### config.mk
export PLATFORM = sky130hd
export DESIGN_NAME = pending_message_table_with_expiry_core
export DESIGN_NICKNAME = d
export VERILOG_FILES = /design/src/sv/pmte_pkg.sv /design/src/sv/pmte_apb.sv /design/src/sv/pmte_ctrl.sv /design/src/sv/pmte_dp.sv /design/src/sv/pending_message_table_with_expiry_core.sv
export SDC_FILE = /design/constraint.sdc
export NUM_CORES = 1
export LEC_CHECK = 0
export BUFFER_PORTS_ARGS = -buffer_cell sky130_fd_sc_hd__buf_2
export CAP_MARGIN = 10
export CORE_ASPECT_RATIO = 0.5
export CORE_MARGIN = 5
export CORE_UTILIZATION = 32
export DETAILED_ROUTE_END_ITERATION = 10
export GPL_ROUTABILITY_DRIVEN = 0
export HOLD_SLACK_MARGIN = 0.06
export SLEW_MARGIN = 20
export SYNTH_ARGS = -nofsm -noshare
export SYNTH_HDL_FRONTEND = slang
export SYNTH_HIERARCHICAL = 1
export SYNTH_SLANG_ARGS = --single-unit
### constraint.sdc
create_clock -name clk -period 11.6 [get_ports clk]
set_input_delay 0.58 -clock clk [delete_from_list [all_inputs] [get_ports clk]]
set_output_delay 0.58 -clock clk [all_outputs]
set_load 0.01 [all_outputs]
### src/sv/pmte_pkg.sv
package pmte_pkg;

    // Default table depth and register reset value.
    localparam int DEFAULT_ENTRIES = 8;
    localparam logic [15:0] MAX_AGE_RESET = 16'd1000;

    // Byte address of the max_age register on the configuration port.
    localparam logic [1:0] ADDR_MAX_AGE = 2'd0;

    // Entry kinds.
    localparam logic KIND_CTRL  = 1'b0;
    localparam logic KIND_PROXY = 1'b1;

    typedef enum logic [2:0] {
        REQ_STORE_CTRL  = 3'd0,
        REQ_STORE_PROXY = 3'd1,
        REQ_FIND        = 3'd2,
        REQ_REMOVE      = 3'd3,
        REQ_CLEAR       = 3'd4
    } req_t;

    typedef enum logic [1:0] {
        ID_ORIG = 2'd0,
        ID_NEW  = 2'd1,
        ID_ECHO = 2'd2
    } id_sel_t;

    typedef enum logic [2:0] {
        STAT_FOUND     = 3'd0,
        STAT_STORED    = 3'd1,
        STAT_FULL      = 3'd2,
        STAT_NOT_FOUND = 3'd3,
        STAT_DONE      = 3'd4
    } status_t;

    typedef enum logic [2:0] {
        S_IDLE,
        S_SWEEP,
        S_SCAN,
        S_DECIDE,
        S_STORE,
        S_REMOVE,
        S_CLEAR,
        S_NOP
    } state_t;

    // Commands from the controller to the datapath.
    typedef struct packed {
        logic    load;
        logic    cnt_clear;
        logic    sweep_step;
        logic    scan_step;
        logic    insert;
        logic    remove;
        logic    clear;
        logic    finish;
        logic    use_entry;
        logic    use_free;
        status_t status;
    } cmd_t;

    // Status from the datapath to the controller.
    typedef struct packed {
        logic last;
        logic found;
        logic have_free;
    } sts_t;

endpackage

### src/sv/pmte_apb.sv
module pmte_apb
    import pmte_pkg::*;
(
    input  logic        clk,
    input  logic        rst_n,
    input  logic        psel,
    input  logic        penable,
    input  logic        pwrite,
    input  logic [1:0]  paddr,
    input  logic [31:0] pwdata,
    output logic [31:0] prdata,
    output logic        pready,
    output logic [15:0] max_age
);

    logic [15:0] max_age_reg;

    always_ff @(posedge clk or negedge rst_n)
    begin
        if (!rst_n)
        begin
            max_age_reg <= MAX_AGE_RESET;
        end
        else if (psel && penable && pwrite && (paddr == ADDR_MAX_AGE))
        begin
            max_age_reg <= pwdata[15:0];
        end
    end

    always_comb
    begin
        if (paddr == ADDR_MAX_AGE)
        begin
            prdata = {16'd0, max_age_reg};
        end
        else
        begin
            prdata = 32'd0;
        end
    end

    assign pready  = 1'b1;
    assign max_age = max_age_reg;

endmodule

### src/sv/pmte_ctrl.sv
module pmte_ctrl
    import pmte_pkg::*;
(
    input  logic       clk,
    input  logic       rst_n,
    input  logic       start,
    input  logic [2:0] req_type,
    input  sts_t       sts,
    output cmd_t       cmd,
    output logic       busy
);

    state_t state_reg;
    state_t state_next;
    logic   find_reg;
    logic   find_next;

    always_ff @(posedge clk or negedge rst_n)
    begin
        if (!rst_n)
        begin
            state_reg <= S_IDLE;
            find_reg  <= 1'b0;
        end
        else
        begin
            state_reg <= state_next;
            find_reg  <= find_next;
        end
    end

    always_comb
    begin
        state_next = state_reg;
        find_next  = find_reg;
        cmd        = '0;
        cmd.status = STAT_DONE;
        case (state_reg)
            S_IDLE:
            begin
                if (start)
                begin
                    cmd.load      = 1'b1;
                    cmd.cnt_clear = 1'b1;
                    find_next     = (req_type == REQ_FIND);
                    case (req_type)
                        REQ_STORE_CTRL,
                        REQ_STORE_PROXY,
                        REQ_FIND:   state_next = S_SWEEP;
                        REQ_REMOVE: state_next = S_REMOVE;
                        REQ_CLEAR:  state_next = S_CLEAR;
                        default:    state_next = S_NOP;
                    endcase
                end
            end
            S_SWEEP:
            begin
                cmd.sweep_step = 1'b1;
                if (sts.last)
                begin
                    cmd.cnt_clear = 1'b1;
                    state_next    = S_SCAN;
                end
            end
            S_SCAN:
            begin
                cmd.scan_step = 1'b1;
                if (sts.last)
                begin
                    state_next = S_DECIDE;
                end
            end
            S_DECIDE:
            begin
                if (sts.found)
                begin
                    cmd.finish    = 1'b1;
                    cmd.use_entry = 1'b1;
                    cmd.status    = STAT_FOUND;
                    state_next    = S_IDLE;
                end
                else if (find_reg)
                begin
                    cmd.finish = 1'b1;
                    cmd.status = STAT_NOT_FOUND;
                    state_next = S_IDLE;
                end
                else if (sts.have_free)
                begin
                    cmd.insert = 1'b1;
                    state_next = S_STORE;
                end
                else
                begin
                    cmd.finish = 1'b1;
                    cmd.status = STAT_FULL;
                    state_next = S_IDLE;
                end
            end
            S_STORE:
            begin
                cmd.finish    = 1'b1;
                cmd.use_entry = 1'b1;
                cmd.use_free  = 1'b1;
                cmd.status    = STAT_STORED;
                state_next    = S_IDLE;
            end
            S_REMOVE:
            begin
                cmd.remove = 1'b1;
                cmd.finish = 1'b1;
                state_next = S_IDLE;
            end
            S_CLEAR:
            begin
                cmd.clear  = 1'b1;
                cmd.finish = 1'b1;
                state_next = S_IDLE;
            end
            S_NOP:
            begin
                cmd.finish = 1'b1;
                state_next = S_IDLE;
            end
            default:
            begin
                state_next = S_IDLE;
            end
        endcase
    end

    assign busy = (state_reg != S_IDLE);

endmodule

### src/sv/pmte_dp.sv
module pmte_dp
    import pmte_pkg::*;
#(
    parameter int ENTRIES = DEFAULT_ENTRIES
)
(
    input  logic        clk,
    input  logic        rst_n,
    input  cmd_t        cmd,
    output sts_t        sts,
    input  logic [2:0]  req_type,
    input  logic [15:0] now,
    input  logic        msg_kind,
    input  logic [15:0] msg_id,
    input  logic [1:0]  id_index,
    input  logic [1:0]  coap_type,
    input  logic [2:0]  slot,
    input  logic [15:0] max_age,
    output logic        done,
    output logic [2:0]  status,
    output logic [2:0]  hit_slot,
    output logic        entry_kind,
    output logic [1:0]  entry_coap_type,
    output logic [15:0] entry_original_id,
    output logic [15:0] entry_new_id,
    output logic [15:0] entry_echoed_id
);

    localparam int IDX_W = (ENTRIES > 1) ? $clog2(ENTRIES) : 1;
    localparam int CNT_W = $clog2(ENTRIES + 1);

    // Table storage.
    logic             valid_reg    [ENTRIES];
    logic             kind_tab_reg [ENTRIES];
    logic [1:0]       coap_tab_reg [ENTRIES];
    logic [15:0]      first_reg    [ENTRIES];
    logic [15:0]      assigned_reg [ENTRIES];
    logic [15:0]      echo_reg     [ENTRIES];
    logic [15:0]      stamp_reg    [ENTRIES];
    logic [IDX_W-1:0] order_reg    [ENTRIES];
    logic [15:0]      id_counter_reg;

    // Request captured at accept.
    logic             kind_reg;
    logic [15:0]      id_reg;
    logic [1:0]       idx_reg;
    logic [1:0]       coap_reg;
    logic [15:0]      now_reg;
    logic [2:0]       slot_reg;
    logic             proxy_reg;

    // Walk state.
    logic [IDX_W-1:0] cnt_reg;
    logic             found_reg;
    logic [IDX_W-1:0] best_reg;
    logic [IDX_W-1:0] best_rank_reg;
    logic             have_free_reg;
    logic [IDX_W-1:0] free_reg;
    logic [CNT_W-1:0] used_reg;

    // Result registers.
    logic             done_reg;
    logic [2:0]       status_reg;
    logic [2:0]       hit_slot_reg;
    logic             kind_out_reg;
    logic [1:0]       coap_out_reg;
    logic [15:0]      orig_out_reg;
    logic [15:0]      new_out_reg;
    logic [15:0]      echo_out_reg;

    logic [15:0]      age;
    logic             expired;
    logic [15:0]      picked_id;
    logic             idx_ok;
    logic             match;
    logic             better;
    logic [IDX_W-1:0] slot_idx;
    logic             slot_ok;
    logic             free_en;
    logic [IDX_W-1:0] free_idx;
    logic [IDX_W-1:0] free_rank;
    logic [IDX_W-1:0] sel;

    assign age     = now_reg - stamp_reg[cnt_reg];
    assign expired = valid_reg[cnt_reg] && (age > max_age);

    always_comb
    begin
        case (idx_reg)
            ID_ORIG: picked_id = first_reg[cnt_reg];
            ID_NEW:  picked_id = assigned_reg[cnt_reg];
            ID_ECHO: picked_id = echo_reg[cnt_reg];
            default: picked_id = 16'd0;
        endcase
    end

    assign idx_ok = (idx_reg == ID_ORIG) || (idx_reg == ID_NEW) || (idx_reg == ID_ECHO);
    assign match  = valid_reg[cnt_reg] && (kind_tab_reg[cnt_reg] == kind_reg) && idx_ok
                    && (picked_id == id_reg);
    assign better = !found_reg || (order_reg[cnt_reg] < best_rank_reg);

    assign slot_idx  = IDX_W'(slot_reg);
    assign slot_ok   = (int'(slot_reg) < ENTRIES);
    assign free_idx  = cmd.remove ? slot_idx : cnt_reg;
    assign free_en   = (cmd.sweep_step && expired)
                       || (cmd.remove && slot_ok && valid_reg[slot_idx]);
    assign free_rank = order_reg[free_idx];
    assign sel       = cmd.use_free ? free_reg : best_reg;

    assign sts.last      = (cnt_reg == IDX_W'(ENTRIES - 1));
    assign sts.found     = found_reg;
    assign sts.have_free = have_free_reg;

    // Control state: valid bits, ID counter, walk trackers and result strobe.
    always_ff @(posedge clk or negedge rst_n)
    begin
        if (!rst_n)
        begin
            for (int i = 0; i < ENTRIES; i++)
            begin
                valid_reg[i] <= 1'b0;
            end
            id_counter_reg <= 16'd0;
            cnt_reg        <= '0;
            found_reg      <= 1'b0;
            have_free_reg  <= 1'b0;
            used_reg       <= '0;
            done_reg       <= 1'b0;
        end
        else
        begin
            done_reg <= cmd.finish;
            if (cmd.cnt_clear)
            begin
                cnt_reg       <= '0;
                found_reg     <= 1'b0;
                have_free_reg <= 1'b0;
                used_reg      <= '0;
            end
            else if (cmd.sweep_step || cmd.scan_step)
            begin
                cnt_reg <= cnt_reg + 1'b1;
            end
            if (cmd.scan_step)
            begin
                if (match && better)
                begin
                    found_reg <= 1'b1;
                end
                if (valid_reg[cnt_reg])
                begin
                    used_reg <= used_reg + 1'b1;
                end
                else
                begin
                    have_free_reg <= 1'b1;
                end
            end
            if (free_en)
            begin
                valid_reg[free_idx] <= 1'b0;
            end
            if (cmd.insert)
            begin
                valid_reg[free_reg] <= 1'b1;
                if (proxy_reg)
                begin
                    id_counter_reg <= id_counter_reg + 16'd1;
                end
            end
            if (cmd.clear)
            begin
                for (int i = 0; i < ENTRIES; i++)
                begin
                    valid_reg[i] <= 1'b0;
                end
            end
        end
    end

    // Payload: captured request, table contents, ranks and results.
    always_ff @(posedge clk)
    begin
        if (cmd.load)
        begin
            now_reg   <= now;
            id_reg    <= msg_id;
            coap_reg  <= coap_type;
            slot_reg  <= slot;
            proxy_reg <= (req_type == REQ_STORE_PROXY);
            case (req_type)
                REQ_STORE_CTRL:
                begin
                    kind_reg <= KIND_CTRL;
                    idx_reg  <= ID_ECHO;
                end
                REQ_STORE_PROXY:
                begin
                    kind_reg <= KIND_PROXY;
                    idx_reg  <= ID_ORIG;
                end
                default:
                begin
                    kind_reg <= msg_kind;
                    idx_reg  <= id_index;
                end
            endcase
        end

        if (cmd.scan_step)
        begin
            if (match && better)
            begin
                best_reg      <= cnt_reg;
                best_rank_reg <= order_reg[cnt_reg];
            end
            if (!valid_reg[cnt_reg] && !have_free_reg)
            begin
                free_reg <= cnt_reg;
            end
        end

        // Freeing a slot closes the gap in the insertion ranks.
        if (free_en)
        begin
            for (int j = 0; j < ENTRIES; j++)
            begin
                if (valid_reg[j] && (order_reg[j] > free_rank))
                begin
                    order_reg[j] <= order_reg[j] - 1'b1;
                end
            end
        end

        if (cmd.insert)
        begin
            kind_tab_reg[free_reg] <= kind_reg;
            stamp_reg[free_reg]    <= now_reg;
            order_reg[free_reg]    <= IDX_W'(used_reg);
            if (proxy_reg)
            begin
                coap_tab_reg[free_reg] <= coap_reg;
                first_reg[free_reg]    <= id_reg;
                assigned_reg[free_reg] <= id_counter_reg;
                echo_reg[free_reg]     <= 16'd0;
            end
            else
            begin
                coap_tab_reg[free_reg] <= 2'd0;
                first_reg[free_reg]    <= 16'd0;
                assigned_reg[free_reg] <= 16'd0;
                echo_reg[free_reg]     <= id_reg;
            end
        end

        if (cmd.finish)
        begin
            status_reg <= cmd.status;
            if (cmd.use_entry)
            begin
                hit_slot_reg <= 3'(sel);
                kind_out_reg <= kind_tab_reg[sel];
                coap_out_reg <= coap_tab_reg[sel];
                orig_out_reg <= first_reg[sel];
                new_out_reg  <= assigned_reg[sel];
                echo_out_reg <= echo_reg[sel];
            end
            else
            begin
                hit_slot_reg <= 3'd0;
                kind_out_reg <= 1'b0;
                coap_out_reg <= 2'd0;
                orig_out_reg <= 16'd0;
                new_out_reg  <= 16'd0;
                echo_out_reg <= 16'd0;
            end
        end
    end

    assign done              = done_reg;
    assign status            = status_reg;
    assign hit_slot          = hit_slot_reg;
    assign entry_kind        = kind_out_reg;
    assign entry_coap_type   = coap_out_reg;
    assign entry_original_id = orig_out_reg;
    assign entry_new_id      = new_out_reg;
    assign entry_echoed_id   = echo_out_reg;

endmodule

### src/sv/pending_message_table_with_expiry_core.sv
// Channel   Handshake                       Payload
// request   start, accepted when !busy      req_type now msg_kind msg_id id_index
//                                           coap_type slot
// result    done, one cycle, no stall       status hit_slot entry_kind entry_coap_type
//                                           entry_original_id entry_new_id entry_echoed_id
// config    APB psel/penable/pwrite/pready  paddr pwdata prdata (max_age at 0)
//
// A find or store request walks the table twice, one entry per cycle: an expiry
// sweep, then a match scan that also finds the lowest free slot and counts the
// occupied ones. A store that finds no match while a slot is free then writes a
// new entry; remove, clear and unused codes skip both walks. The result strobe
// rises in the cycle busy falls.
// Reset empties the table, zeroes the ID counter and sets max_age to 1000.
// The receiver cannot stall; each result is shown for exactly one cycle.
module pending_message_table_with_expiry_core
    import pmte_pkg::*;
#(
    parameter int ENTRIES = DEFAULT_ENTRIES
)
(
    input  logic        clk,
    input  logic        rst_n,

    // Request channel.
    input  logic        start,
    output logic        busy,
    input  logic [2:0]  req_type,
    input  logic [15:0] now,
    input  logic        msg_kind,
    input  logic [15:0] msg_id,
    input  logic [1:0]  id_index,
    input  logic [1:0]  coap_type,
    input  logic [2:0]  slot,

    // Result channel.
    output logic        done,
    output logic [2:0]  status,
    output logic [2:0]  hit_slot,
    output logic        entry_kind,
    output logic [1:0]  entry_coap_type,
    output logic [15:0] entry_original_id,
    output logic [15:0] entry_new_id,
    output logic [15:0] entry_echoed_id,

    // Configuration port.
    input  logic        psel,
    input  logic        penable,
    input  logic        pwrite,
    input  logic [1:0]  paddr,
    input  logic [31:0] pwdata,
    output logic [31:0] prdata,
    output logic        pready
);

    cmd_t        cmd;
    sts_t        sts;
    logic [15:0] max_age;

    // The register file holds the expiry limit. Software must change it only while
    // no request is in flight; the block itself does not enforce this.
    pmte_apb u_apb (
        .clk     (clk),
        .rst_n   (rst_n),
        .psel    (psel),
        .penable (penable),
        .pwrite  (pwrite),
        .paddr   (paddr),
        .pwdata  (pwdata),
        .prdata  (prdata),
        .pready  (pready),
        .max_age (max_age)
    );

    // The controller sequences the sweep, the scan and the final insert or
    // result load, or a remove or clear. It decodes the request code only at accept.
    pmte_ctrl u_ctrl (
        .clk      (clk),
        .rst_n    (rst_n),
        .start    (start),
        .req_type (req_type),
        .sts      (sts),
        .cmd      (cmd),
        .busy     (busy)
    );

    // The datapath holds the table, the insertion ranks, the ID counter and
    // the result registers. Freeing an entry lowers every later rank in the same
    // update, so the ranks stay dense and the oldest match has the lowest rank.
    pmte_dp #(
        .ENTRIES (ENTRIES)
    ) u_dp (
        .clk               (clk),
        .rst_n             (rst_n),
        .cmd               (cmd),
        .sts               (sts),
        .req_type          (req_type),
        .now               (now),
        .msg_kind          (msg_kind),
        .msg_id            (msg_id),
        .id_index          (id_index),
        .coap_type         (coap_type),
        .slot              (slot),
        .max_age           (max_age),
        .done              (done),
        .status            (status),
        .hit_slot          (hit_slot),
        .entry_kind        (entry_kind),
        .entry_coap_type   (entry_coap_type),
        .entry_original_id (entry_original_id),
        .entry_new_id      (entry_new_id),
        .entry_echoed_id   (entry_echoed_id)
    );

endmodule
==> impl_metrics.py, run 1 <==
metrics = {
    "critical_path": {
        "crit_type": "flop to flop",
        "cp_slowest_stage_delay_ps": 900,
        "path_common_cell": "buf_4",
        "crit_chain": "buf_4 > buf_4 > buf_4 > mux4_2 > a22oi_1 > nand3_1 > xnor2_1 > nand4_1 > nor4b_2 > and3_1",
        "arrival_ps": 6420,
        "startpoint_type": "flop",
        "critPathMaxFanout": 43,
        "crit_path_end_kind": "flop",
        "crit_buf_inv": 3,
        "cp_top_family": "buffers and inverters",
        "slowest_stage": "dfrtp_4",
        "required_ps": 11900,
    },
    "drt": {
        "ant_nets": 0,
        "viasPerCell": 5.30,
        "vias": 18712,
        "drc": 0,
        "wl_um": 86400,
        "wl_per_cell_um": 24.5,
        "drt_iter0_markers": 1919,
        "first_pass_iters": 5,
    },
    "sta": {
        "rsz0062_at_grt": "no",
        "max_slew_margin_pct": 21.6,
        "fmax_mhz": 163,
        "max_slew.worst_pin.slew_ps": 1170,
        "maxSlewViolCount": 0,
        "finClkSkew_ps": 35.9,
        "final.setup.tns_ps": 0,
        "whs_ps": 86.7,
        "period_needed_ps": 6120,
        "fin_crit_sh_pct": 52.7,
        "setup_viol": 0,
        "hold_viol_final": 0,
    },
    "logic_synthesis": {
        "synth.distinct_cells": 74,
        "yosysWarnings": 6,
        "synth-edff-count": 667,
        "synth-main-ff-cell": "edfxtp_1",
        "yosysSeqAreaShare_pct": 64.3,
        "synth_area_um2": 33200,
        "avgSynthCellArea_um2": 17.0,
        "ys_ff_latch": 720,
        "async_flop_share_pct": 7.36,
        "syn_inst": 1954,
    },
    "clock_tree": {
        "clk_pin_slew_ps": 60,
        "clk_latency_ps": 660,
        "cts-htree-levels": 3,
        "root_buffer": "clkbuf_16",
        "post_cts_buffers": 0,
        "cts.path.max_buffers": 3,
        "cts_tree": "built",
        "cts_buffers": 73,
        "cts_sinks": 720,
    },
    "run_status": {
        "outcome": "completed",
    },
    "placed_design": {
        "io_buffers": 141,
        "place_hpwl_um": 51200,
        "dp_cells": 3381,
        "place_area_um2": 35400,
    },
    "final_layout": {
        "nNetsFinal": 2261,
        "fillers": 9480,
        "stdcell_area_um2": 38000,
        "syn2layout_area_growth_pct": 14.5,
        "drive_gt1_share_pct": 25.3,
        "stdcell_count": 3528,
    },
    "die": {
        "die-area_um2": 111000,
        "die_h_um": 238,
        "io_pins": 175,
        "die_x_um": 466,
        "initial_core_util_pct": 32.3,
        "rows": 83,
        "design.core.area_um2": 103000,
    },
    "pwr": {
        "leakagePower_uw": 0.0126,
        "max-vdd-ir-drop_mv": 0.118,
        "power.density_nw_per_um2": 221,
    },
    "worst_hold_path": {
        "hold_class": "input pin to asynchronous set/reset pin",
    },
    "grt": {
        "grt_pass1_wl_um": 127000,
        "grt_overflow": 0,
        "grt_antenna_before_repair": 3,
        "grt.total_usage_pct": 15.4,
        "grt_pass1_vias": 19103,
        "grt_start_max_net_pins": 102,
    },
    "run": {
        "maxCapViolations": 0,
    },
}
timing repair:
action,in CTS,in global routing
hold buffers,11,0
endpoints found under the hold margin,11,0
gates resized for setup,0,0
worst reg2reg max path, cell delays in order, from the launching register on:
cell	delay, ps
dfrtp_4	900
buf_4	740
buf_4	850
buf_4	660
mux4_2	620
a22oi_1	350
nand3_1	140
xnor2_1	210
nand4_1	180
nor4b_2	650
and3_1	470
path summary, 6_finish.rpt:
path / from / depth (start not counted) / slack [ps] / end
setup reg to reg: u_dp/cnt_reg[0] / 10 / 5480 / u_dp/best_rank_reg[2]
setup / recovery: u_dp/cnt_reg[0] / 10 / 5480 / u_dp/best_rank_reg[2]
max in group asynchronous: rst_n / 2 / 10880 / u_dp/cnt_reg[0]
hold / removal: rst_n / 2 / 90 / u_dp/id_counter_reg[1]
hold reg to reg: u_dp/id_counter_reg[13] / 1 / 500 / u_dp/id_counter_reg[13]
min in group clk: msg_id[12] / 1 / 100 / u_dp/id_reg[12]
area by class of cell:
class	count	area, um^2	share of cell area [%]
clock inverters	49	657	1.73
diodes	1	2.50	0.00658
inverters	59	221	0.582
repair buffers	186	1080	2.85
multi-input cells	1067	11100	29.2
well taps	1360	1700	4.47
flip-flops and latches	720	21400	56.2
clock buffers	86	1900	4.99
power breakdown:
group | switching, uW | internal, uW | total [uW] | leakage (uW)
Combinational | 1410 | 1110 | 2520 | 0.00509
Clock | 1040 | 1480 | 2520 | 0.00124
Sequential | 249 | 3120 | 3370 | 0.00632
per-layer routing:
metal	part of all wire, %	vias up	global-route usage [%]
met3	6.7	97	3.24
met2	49	716	26.1
li1	-	8119	-
met4	1.5	2	3.28
met1	43	9778	20.5
met5	0.015	-	0
synthesized netlist by cell type, types with 51 or more instances:
| master | count | share of area, % |
|---|---|---|
| edfxtp_1 | 667 | 60 |
| a21oi_1 | 56 | 0.84 |
| mux2i_1 | 108 | 3.3 |
| and2_1 | 71 | 1.3 |
| mux4_2 | 202 | 14 |
| inv_1 | 56 | 0.63 |
| nand2_1 | 76 | 0.86 |
| nor2_1 | 55 | 0.62 |
| ha_1 | 70 | 2.6 |
| o21ai_0 | 53 | 0.80 |
| clkbuf_1 | 51 | 0.58 |
| a22o_1 | 56 | 1.5 |
through the flow:
stage / setup slack [ps] / utilization (%) / power (uW)
after global placement: 5480 / 34.4 / 5890
final: 5480 / 37.0 / 8410
after floorplan: 5880 / - / 5200
after detailed placement: 5420 / 34.4 / 5950
after global routing: 4910 / 37.0 / 8870
after CTS: 5360 / 37.0 / 8500
cell usage in the layout (no fill, tap or decap), types with 53 or more instances in the layout:
cell / n
mux2i_1: 106
edfxtp_1: 667
a21oi_1: 56
nand2_1: 76
clkbuf_16: 74
and2_1: 70
o21ai_0: 53
a22o_1: 56
ha_1: 70
buf_2: 141
mux4_2: 202
logic make-up (layout without fill, tap and decap cells):
group / count (synthesis) / count (layout) / share of synthesized area [%]
DFF: 720 / 720 / 64.3
muxes: 334 / 334 / 18.1
and+or+nand+nor: 325 / 325 / 5.14
AOI/OAI and AO/OA: 266 / 266 / 5.59
buffers and inverters: 182 / 380 / 2.71
adders and majority gates: 71 / 71 / 2.70
xor gates and xnor gates: 54 / 54 / 1.42
other: 2 / 18 / 0.0226
No activity file was read; power rests on OpenSTA's default activity.
==> run 2: changes to the inputs <==
==> constraint.sdc (replaced) <==
create_clock -name clk -period 5.8 [get_ports clk]
set_input_delay 0.29 -clock clk [delete_from_list [all_inputs] [get_ports clk]]
set_output_delay 0.29 -clock clk [all_outputs]
set_load 0.01 [all_outputs]
==> run 2 against run 1 <==
Net effect:
- critical path depth rose by 13
- total power rose by 97%
- via count rose by 1.1%
- highest routed layer unchanged
- non-clock buffer count rose by 70
- first-iteration DRC count fell by 20%
- sequential power rose by 97%
- clock-buffer cell count rose by 4
- sequential share of layout area fell by 0.72 points
- hold slack improved by 40 ps
- design area rose by 1.3%
- largest power group unchanged
==> impl_metrics.py, run 2 (synthesis results as in run 1) <==
metrics = {
    "sta": {
        "max_slew_margin_pct": 24.3,
        "setup_ws_ps": 337,
        "final.setup.tns_ps": 0,
        "setup_viol": 0,
        "period_needed_ps": 5460,
        "rsz0062_at_grt": "no",
        "fmax_mhz": 183,
        "maxSlewViolCount": 0,
        "max_slew.worst_pin.slew_ps": 1130,
        "hold_viol_final": 0,
        "finClkSkew_ps": 21.8,
        "fin_crit_sh_pct": 94.2,
    },
    "final_layout": {
        "mostFrequentLayoutCells": "667 x edfxtp_1, 202 x mux4_2, 141 x buf_2, 106 x mux2i_1, 76 x nand2_1",
        "syn2layout_area_growth_pct": 16.0,
        "final_common_cell": "edfxtp_1",
        "nNetsFinal": 2331,
        "stdcell_count": 3592,
        "drive_gt1_share_pct": 25.1,
        "post-route-util_pct": 37.5,
        "fillers": 9505,
    },
    "drt": {
        "viasPerCell": 5.27,
        "wl_per_cell_um": 24.3,
        "wl_um": 87400,
        "drt_iter0_markers": 1541,
        "ant_nets": 0,
        "first_pass_iters": 5,
        "vias": 18913,
        "drc": 0,
    },
    "pwr": {
        "power.density_nw_per_um2": 430,
        "leakagePower_uw": 0.0129,
        "max-vdd-ir-drop_mv": 0.414,
        "finalPower_uw": 16600,
    },
    "worst_hold_path": {
        "hold_class": "input pin to flop",
    },
    "critical_path": {
        "crit_path_end_kind": "flop",
        "startpoint_type": "flop",
        "critPathMaxFanout": 11,
        "arrival_ps": 5840,
        "crit_type": "flop to flop",
        "required_ps": 6170,
    },
    "run_status": {
        "outcome": "completed",
    },
    "die": {
        "io_pins": 175,
        "die_x_um": 466,
        "design.core.area_um2": 103000,
        "die_h_um": 238,
        "die-area_um2": 111000,
        "initial_core_util_pct": 32.3,
        "rows": 83,
    },
    "clock_tree": {
        "clk_latency_ps": 650,
        "cts_tree": "built",
        "cts.path.max_buffers": 3,
        "cts_sinks": 720,
        "cts_buffers": 73,
        "root_buffer": "clkbuf_16",
        "post_cts_buffers": 0,
        "clk_pin_slew_ps": 60,
        "cts-htree-levels": 3,
    },
    "placed_design": {
        "dp_cells": 3398,
        "io_buffers": 141,
        "place_hpwl_um": 53100,
        "preCtsSetupSlack_ps": 427,
    },
    "grt": {
        "grt_antenna_before_repair": 6,
        "grt_pass1_vias": 19424,
        "grt_overflow": 0,
        "grt_start_max_net_pins": 99,
        "grt.total_usage_pct": 15.5,
        "grt_pass1_wl_um": 128000,
    },
    "run": {
        "maxCapViolations": 0,
    },
}
-- run 2: cell types whose count changed in the layout (fill, tap and decap cells not counted), moves of 2 or more --
cell           before  now
buf_12              1    4
buf_4              33   47
bufinv_16          13    4
clkbuf_8            0    4
clkinv_1           18   14
clkinv_2           10    8
clkinv_4            1    3
dlygate4sd3_1      11   64
inv_1              49   51
-- run 2: timing repair --
| action | 4_1_cts | 5_1_grt |
|---|---|---|
| endpoints found under the setup margin | 0 | 0 |
| gates resized for setup | 0 | 0 |
| endpoints found under the hold margin | 106 | 0 |
| hold buffers | 64 | 0 |
-- run 2: routing by layer --
metal	global-route usage [%]	up-vias	routed length, um
met5	0	-	13
met4	5.42	2	2970
met3	3.34	142	5880
met2	25.4	662	41800
met1	20.4	9872	36800
li1	-	8235	-
-- run 2: power breakdown --
group / leakage, uW / total (uW) / switching [uW] / internal, uW
sequential: 0.00632 / 6650 / 399 / 6250
clock: 0.00114 / 4650 / 2050 / 2610
combinational: 0.00542 / 5270 / 2980 / 2290
total: 0.0129 / 16600 / 5420 / 11100
-- run 2: worst paths after layout --
| check | end | slack [ps] | cells after the start | startpoint |
|---|---|---|---|---|
| max | u_dp/order_reg[2][0] | 340 | 23 | u_dp/cnt_reg[0] |
| min | u_ctrl/state_reg[0] | 130 | 3 | req_type[2] |
| max reg2reg | u_dp/order_reg[2][0] | 340 | 23 | u_dp/cnt_reg[0] |
| min reg2reg | u_dp/id_counter_reg[13] | 490 | 1 | u_dp/id_counter_reg[13] |
| max in group asynchronous | u_dp/cnt_reg[1] | 4750 | 3 | rst_n |
| min in group asynchronous | u_dp/id_counter_reg[0] | 350 | 3 | rst_n |
-- run 2: metrics by stage --
stage                     hold slack (ps)  area, um^2
after floorplan                     -5.59       33300
after global placement                468       35500
after detailed placement              469       35500
after CTS                            85.7       38500
after global routing                  124       38500
final                                 126       38500
-- run 2: worst max-delay path, stage by stage (launching register included) --
cell and delay (ps):
dfrtp_4 580, mux4_2 370, nand2_1 60, nand2_1 80
ha_1 180, inv_1 70, fa_1 420, a21o_1 190
a21oi_1 220, nor2b_1 80, o21a_1 180, o22ai_1 200
o21ai_0 200, nor2_1 160, xnor2_1 130, ha_1 260
a21oi_1 130, o22ai_1 100, o21a_1 170, o21ai_0 130
a21oi_1 100, o311ai_2 540, nand2_1 300, a41o_1 350
-- run 2: final cells by class --
type	count	area [um^2]	area share, %
Multi-Input combinational cell	1067	11100	28.8
Clock inverter	39	403	1.05
Antenna cell	1	2.50	0.00650
Inverter	59	221	0.575
Tap cell	1360	1700	4.42
Timing Repair Buffer	256	1780	4.62
Clock buffer	90	1950	5.07
Sequential cell	720	21400	55.5
==> run 3: changes to the inputs <==
--- a/config.mk
+++ b/config.mk
@@ -9,7 +9,7 @@
 export CAP_MARGIN = 10
 export CORE_ASPECT_RATIO = 0.5
 export CORE_MARGIN = 5
-export CORE_UTILIZATION = 32
+export CORE_UTILIZATION = 40
 export DETAILED_ROUTE_END_ITERATION = 10
 export GPL_ROUTABILITY_DRIVEN = 0
 export HOLD_SLACK_MARGIN = 0.06
==> run 3 against run 2 <==
Net effect:
- core utilization grew 9.1 points
- clock skew up 2.8 ps
- combinational power barely moved
- hold slack got worse by 20 ps
- total power fell by 0.97%
- register-to-register slack better by 60 ps
- non-clock buffer count increased by 3
- via count grew 0.12%
- first-iteration DRC count up 17%
- critical endpoint is now u_dp/order_reg[4][0]
==> impl_metrics.py, run 3 (synthesis results as in run 1) <==
metrics = {
    "grt": {
        "grt_pass1_wl_um": 126000,
        "grt_antenna_before_repair": 0,
        "grt_start_max_net_pins": 87,
        "grt_overflow": 0,
        "grt_pass1_vias": 19207,
        "grt.total_usage_pct": 19.2,
    },
    "final_layout": {
        "nNetsFinal": 2329,
        "diodes": 0,
        "post-route-util_pct": 46.5,
        "fillers": 6913,
        "drive_gt1_share_pct": 24.9,
        "stdcell_count": 3332,
        "mostFrequentLayoutCells": "667 x edfxtp_1, 202 x mux4_2, 141 x buf_2, 106 x mux2i_1, 76 x nand2_1",
        "syn2layout_area_growth_pct": 14.9,
        "final_common_cell": "edfxtp_1",
    },
    "critical_path": {
        "crit_type": "flop to flop",
        "cp_slowest_stage_delay_ps": 580,
        "crit_chain": "mux4_2 > nand2_1 > nand2_1 > ha_1 > inv_1 > fa_1 > a21o_1 > a21oi_1 > nor2b_1 > o21a_1 > o22ai_1 > o21ai_0 > nor2_1 > xnor2_1 > ha_1 > a21oi_1 > o22ai_1 > o21a_1 > o21ai_0 > a21oi_1 > o311ai_4 > nand2_1 > a41o_1",
        "slowest_stage": "dfrtp_4",
        "startpoint_type": "flop",
        "critPathMaxFanout": 12,
        "crit_path_end_kind": "flop",
        "arrival_ps": 5800,
        "required_ps": 6190,
        "rr_worst_depth": 23,
    },
    "sta": {
        "fmax_mhz": 185,
        "max_slew_margin_pct": 20.4,
        "maxSlewViolCount": 0,
        "final.setup.tns_ps": 0,
        "fin_crit_sh_pct": 93.2,
        "rsz0062_at_grt": "no",
        "finClkSkew_ps": 24.6,
        "max_slew.worst_pin.slew_ps": 1190,
        "hold_viol_final": 0,
        "setup_viol": 0,
        "period_needed_ps": 5410,
    },
    "drt": {
        "vias": 18935,
        "drt_iter0_markers": 1809,
        "wl_per_cell_um": 25.7,
        "wl_um": 85700,
        "drc": 0,
        "first_pass_iters": 8,
        "viasPerCell": 5.68,
        "ant_nets": 0,
    },
    "placed_design": {
        "place_hpwl_um": 52200,
        "dp_cells": 3143,
        "io_buffers": 141,
    },
    "pwr": {
        "max-vdd-ir-drop_mv": 0.306,
        "power.density_nw_per_um2": 430,
        "leakagePower_uw": 0.0129,
    },
    "run": {
        "maxCapViolations": 0,
    },
    "clock_tree": {
        "clk_pin_slew_ps": 60,
        "cts-htree-levels": 3,
        "cts_tree": "built",
        "cts_buffers": 68,
        "cts.path.max_buffers": 3,
        "root_buffer": "clkbuf_16",
        "clk_latency_ps": 650,
        "cts_sinks": 720,
        "post_cts_buffers": 0,
    },
    "die": {
        "die_h_um": 214,
        "io_pins": 175,
        "die_x_um": 417,
        "initial_core_util_pct": 40.5,
        "rows": 74,
        "die-area_um2": 89200,
        "design.core.area_um2": 81900,
    },
    "worst_hold_path": {
        "min_path_cells": 2,
        "hold_class": "input pin to flop",
    },
    "run_status": {
        "outcome": "completed",
    },
}
## run 3: cell types whose count changed in the layout (fill, tap and decap cells not counted), moves of 2 or more
cell / change
clkinv_1: +5
clkbuf_16: -4
buf_16: +2
clkinv_4: -3
buf_12: +2
## run 3: what timing repair did
action                                  in CTS  in global routing
hold buffers                                63                  0
endpoints found under the setup margin       0                 21
endpoints found under the hold margin      105                  0
gates resized for setup                      0                  1
## run 3: where the power goes
part	total (uW)	switching, uW	internal (uW)
Combinational	5290	2980	2320
Clock	4470	1990	2480
Sequential	6640	398	6240
Total	16400	5360	11000
## run 3: critical path, delay by kind of cell, from the launching register on
family	cells	cell delay (ps)
flops	1	580
compound gates	12	2440
buf+inv	1	70
xor+xnor	1	130
simple gates	5	660
mux	1	370
fa+ha+maj	3	900
## run 3: path summary, 6_finish.rpt
| kind | start | endpoint | slack [ps] |
|---|---|---|---|
| min reg2reg | u_dp/id_counter_reg[13] | u_dp/id_counter_reg[13] | 500 |
| max reg2reg | u_dp/cnt_reg[0] | u_dp/order_reg[4][0] | 390 |
| max in group asynchronous | rst_n | u_dp/cnt_reg[0] | 4820 |
| min in group asynchronous | rst_n | u_apb/max_age[11] | 340 |
| min | id_index[0] | u_dp/idx_reg[0] | 110 |
| max | u_dp/cnt_reg[0] | u_dp/order_reg[4][0] | 390 |
## run 3: final cells by class
cell class / instances / area, um^2 / share of cell area, %
clock buffers: 87 / 1870 / 4.89
clock inverters: 38 / 348 / 0.912
inverters: 59 / 221 / 0.581
multi-input cells: 1067 / 11100 / 29.1
flip-flops and latches: 720 / 21400 / 56.0
well taps: 1102 / 1380 / 3.62
repair buffers: 259 / 1860 / 4.89
## run 3: stage by stage
step | total power, uW | cell area, um^2 | worst slack (ps) | hold WS [ps]
floorplan | 10400 | 33300 | 82.3 | -5.59
global placement | 11800 | 35200 | 403 | 467
CTS | 16500 | 38100 | 288 | 73.1
finish | 16400 | 38100 | 392 | 106
global route | 17300 | 38100 | 46.1 | 75.8
detailed placement | 11900 | 35300 | 320 | 469
## run 3: layer usage
layer	part of all wire (%)	global-route usage [%]	vias to the layer above
li1	-	-	8254
met1	42	25.9	9872
met2	48	31.7	699
met3	7.6	4.41	110
met4	2.6	5.44	0
met5	0	0	-
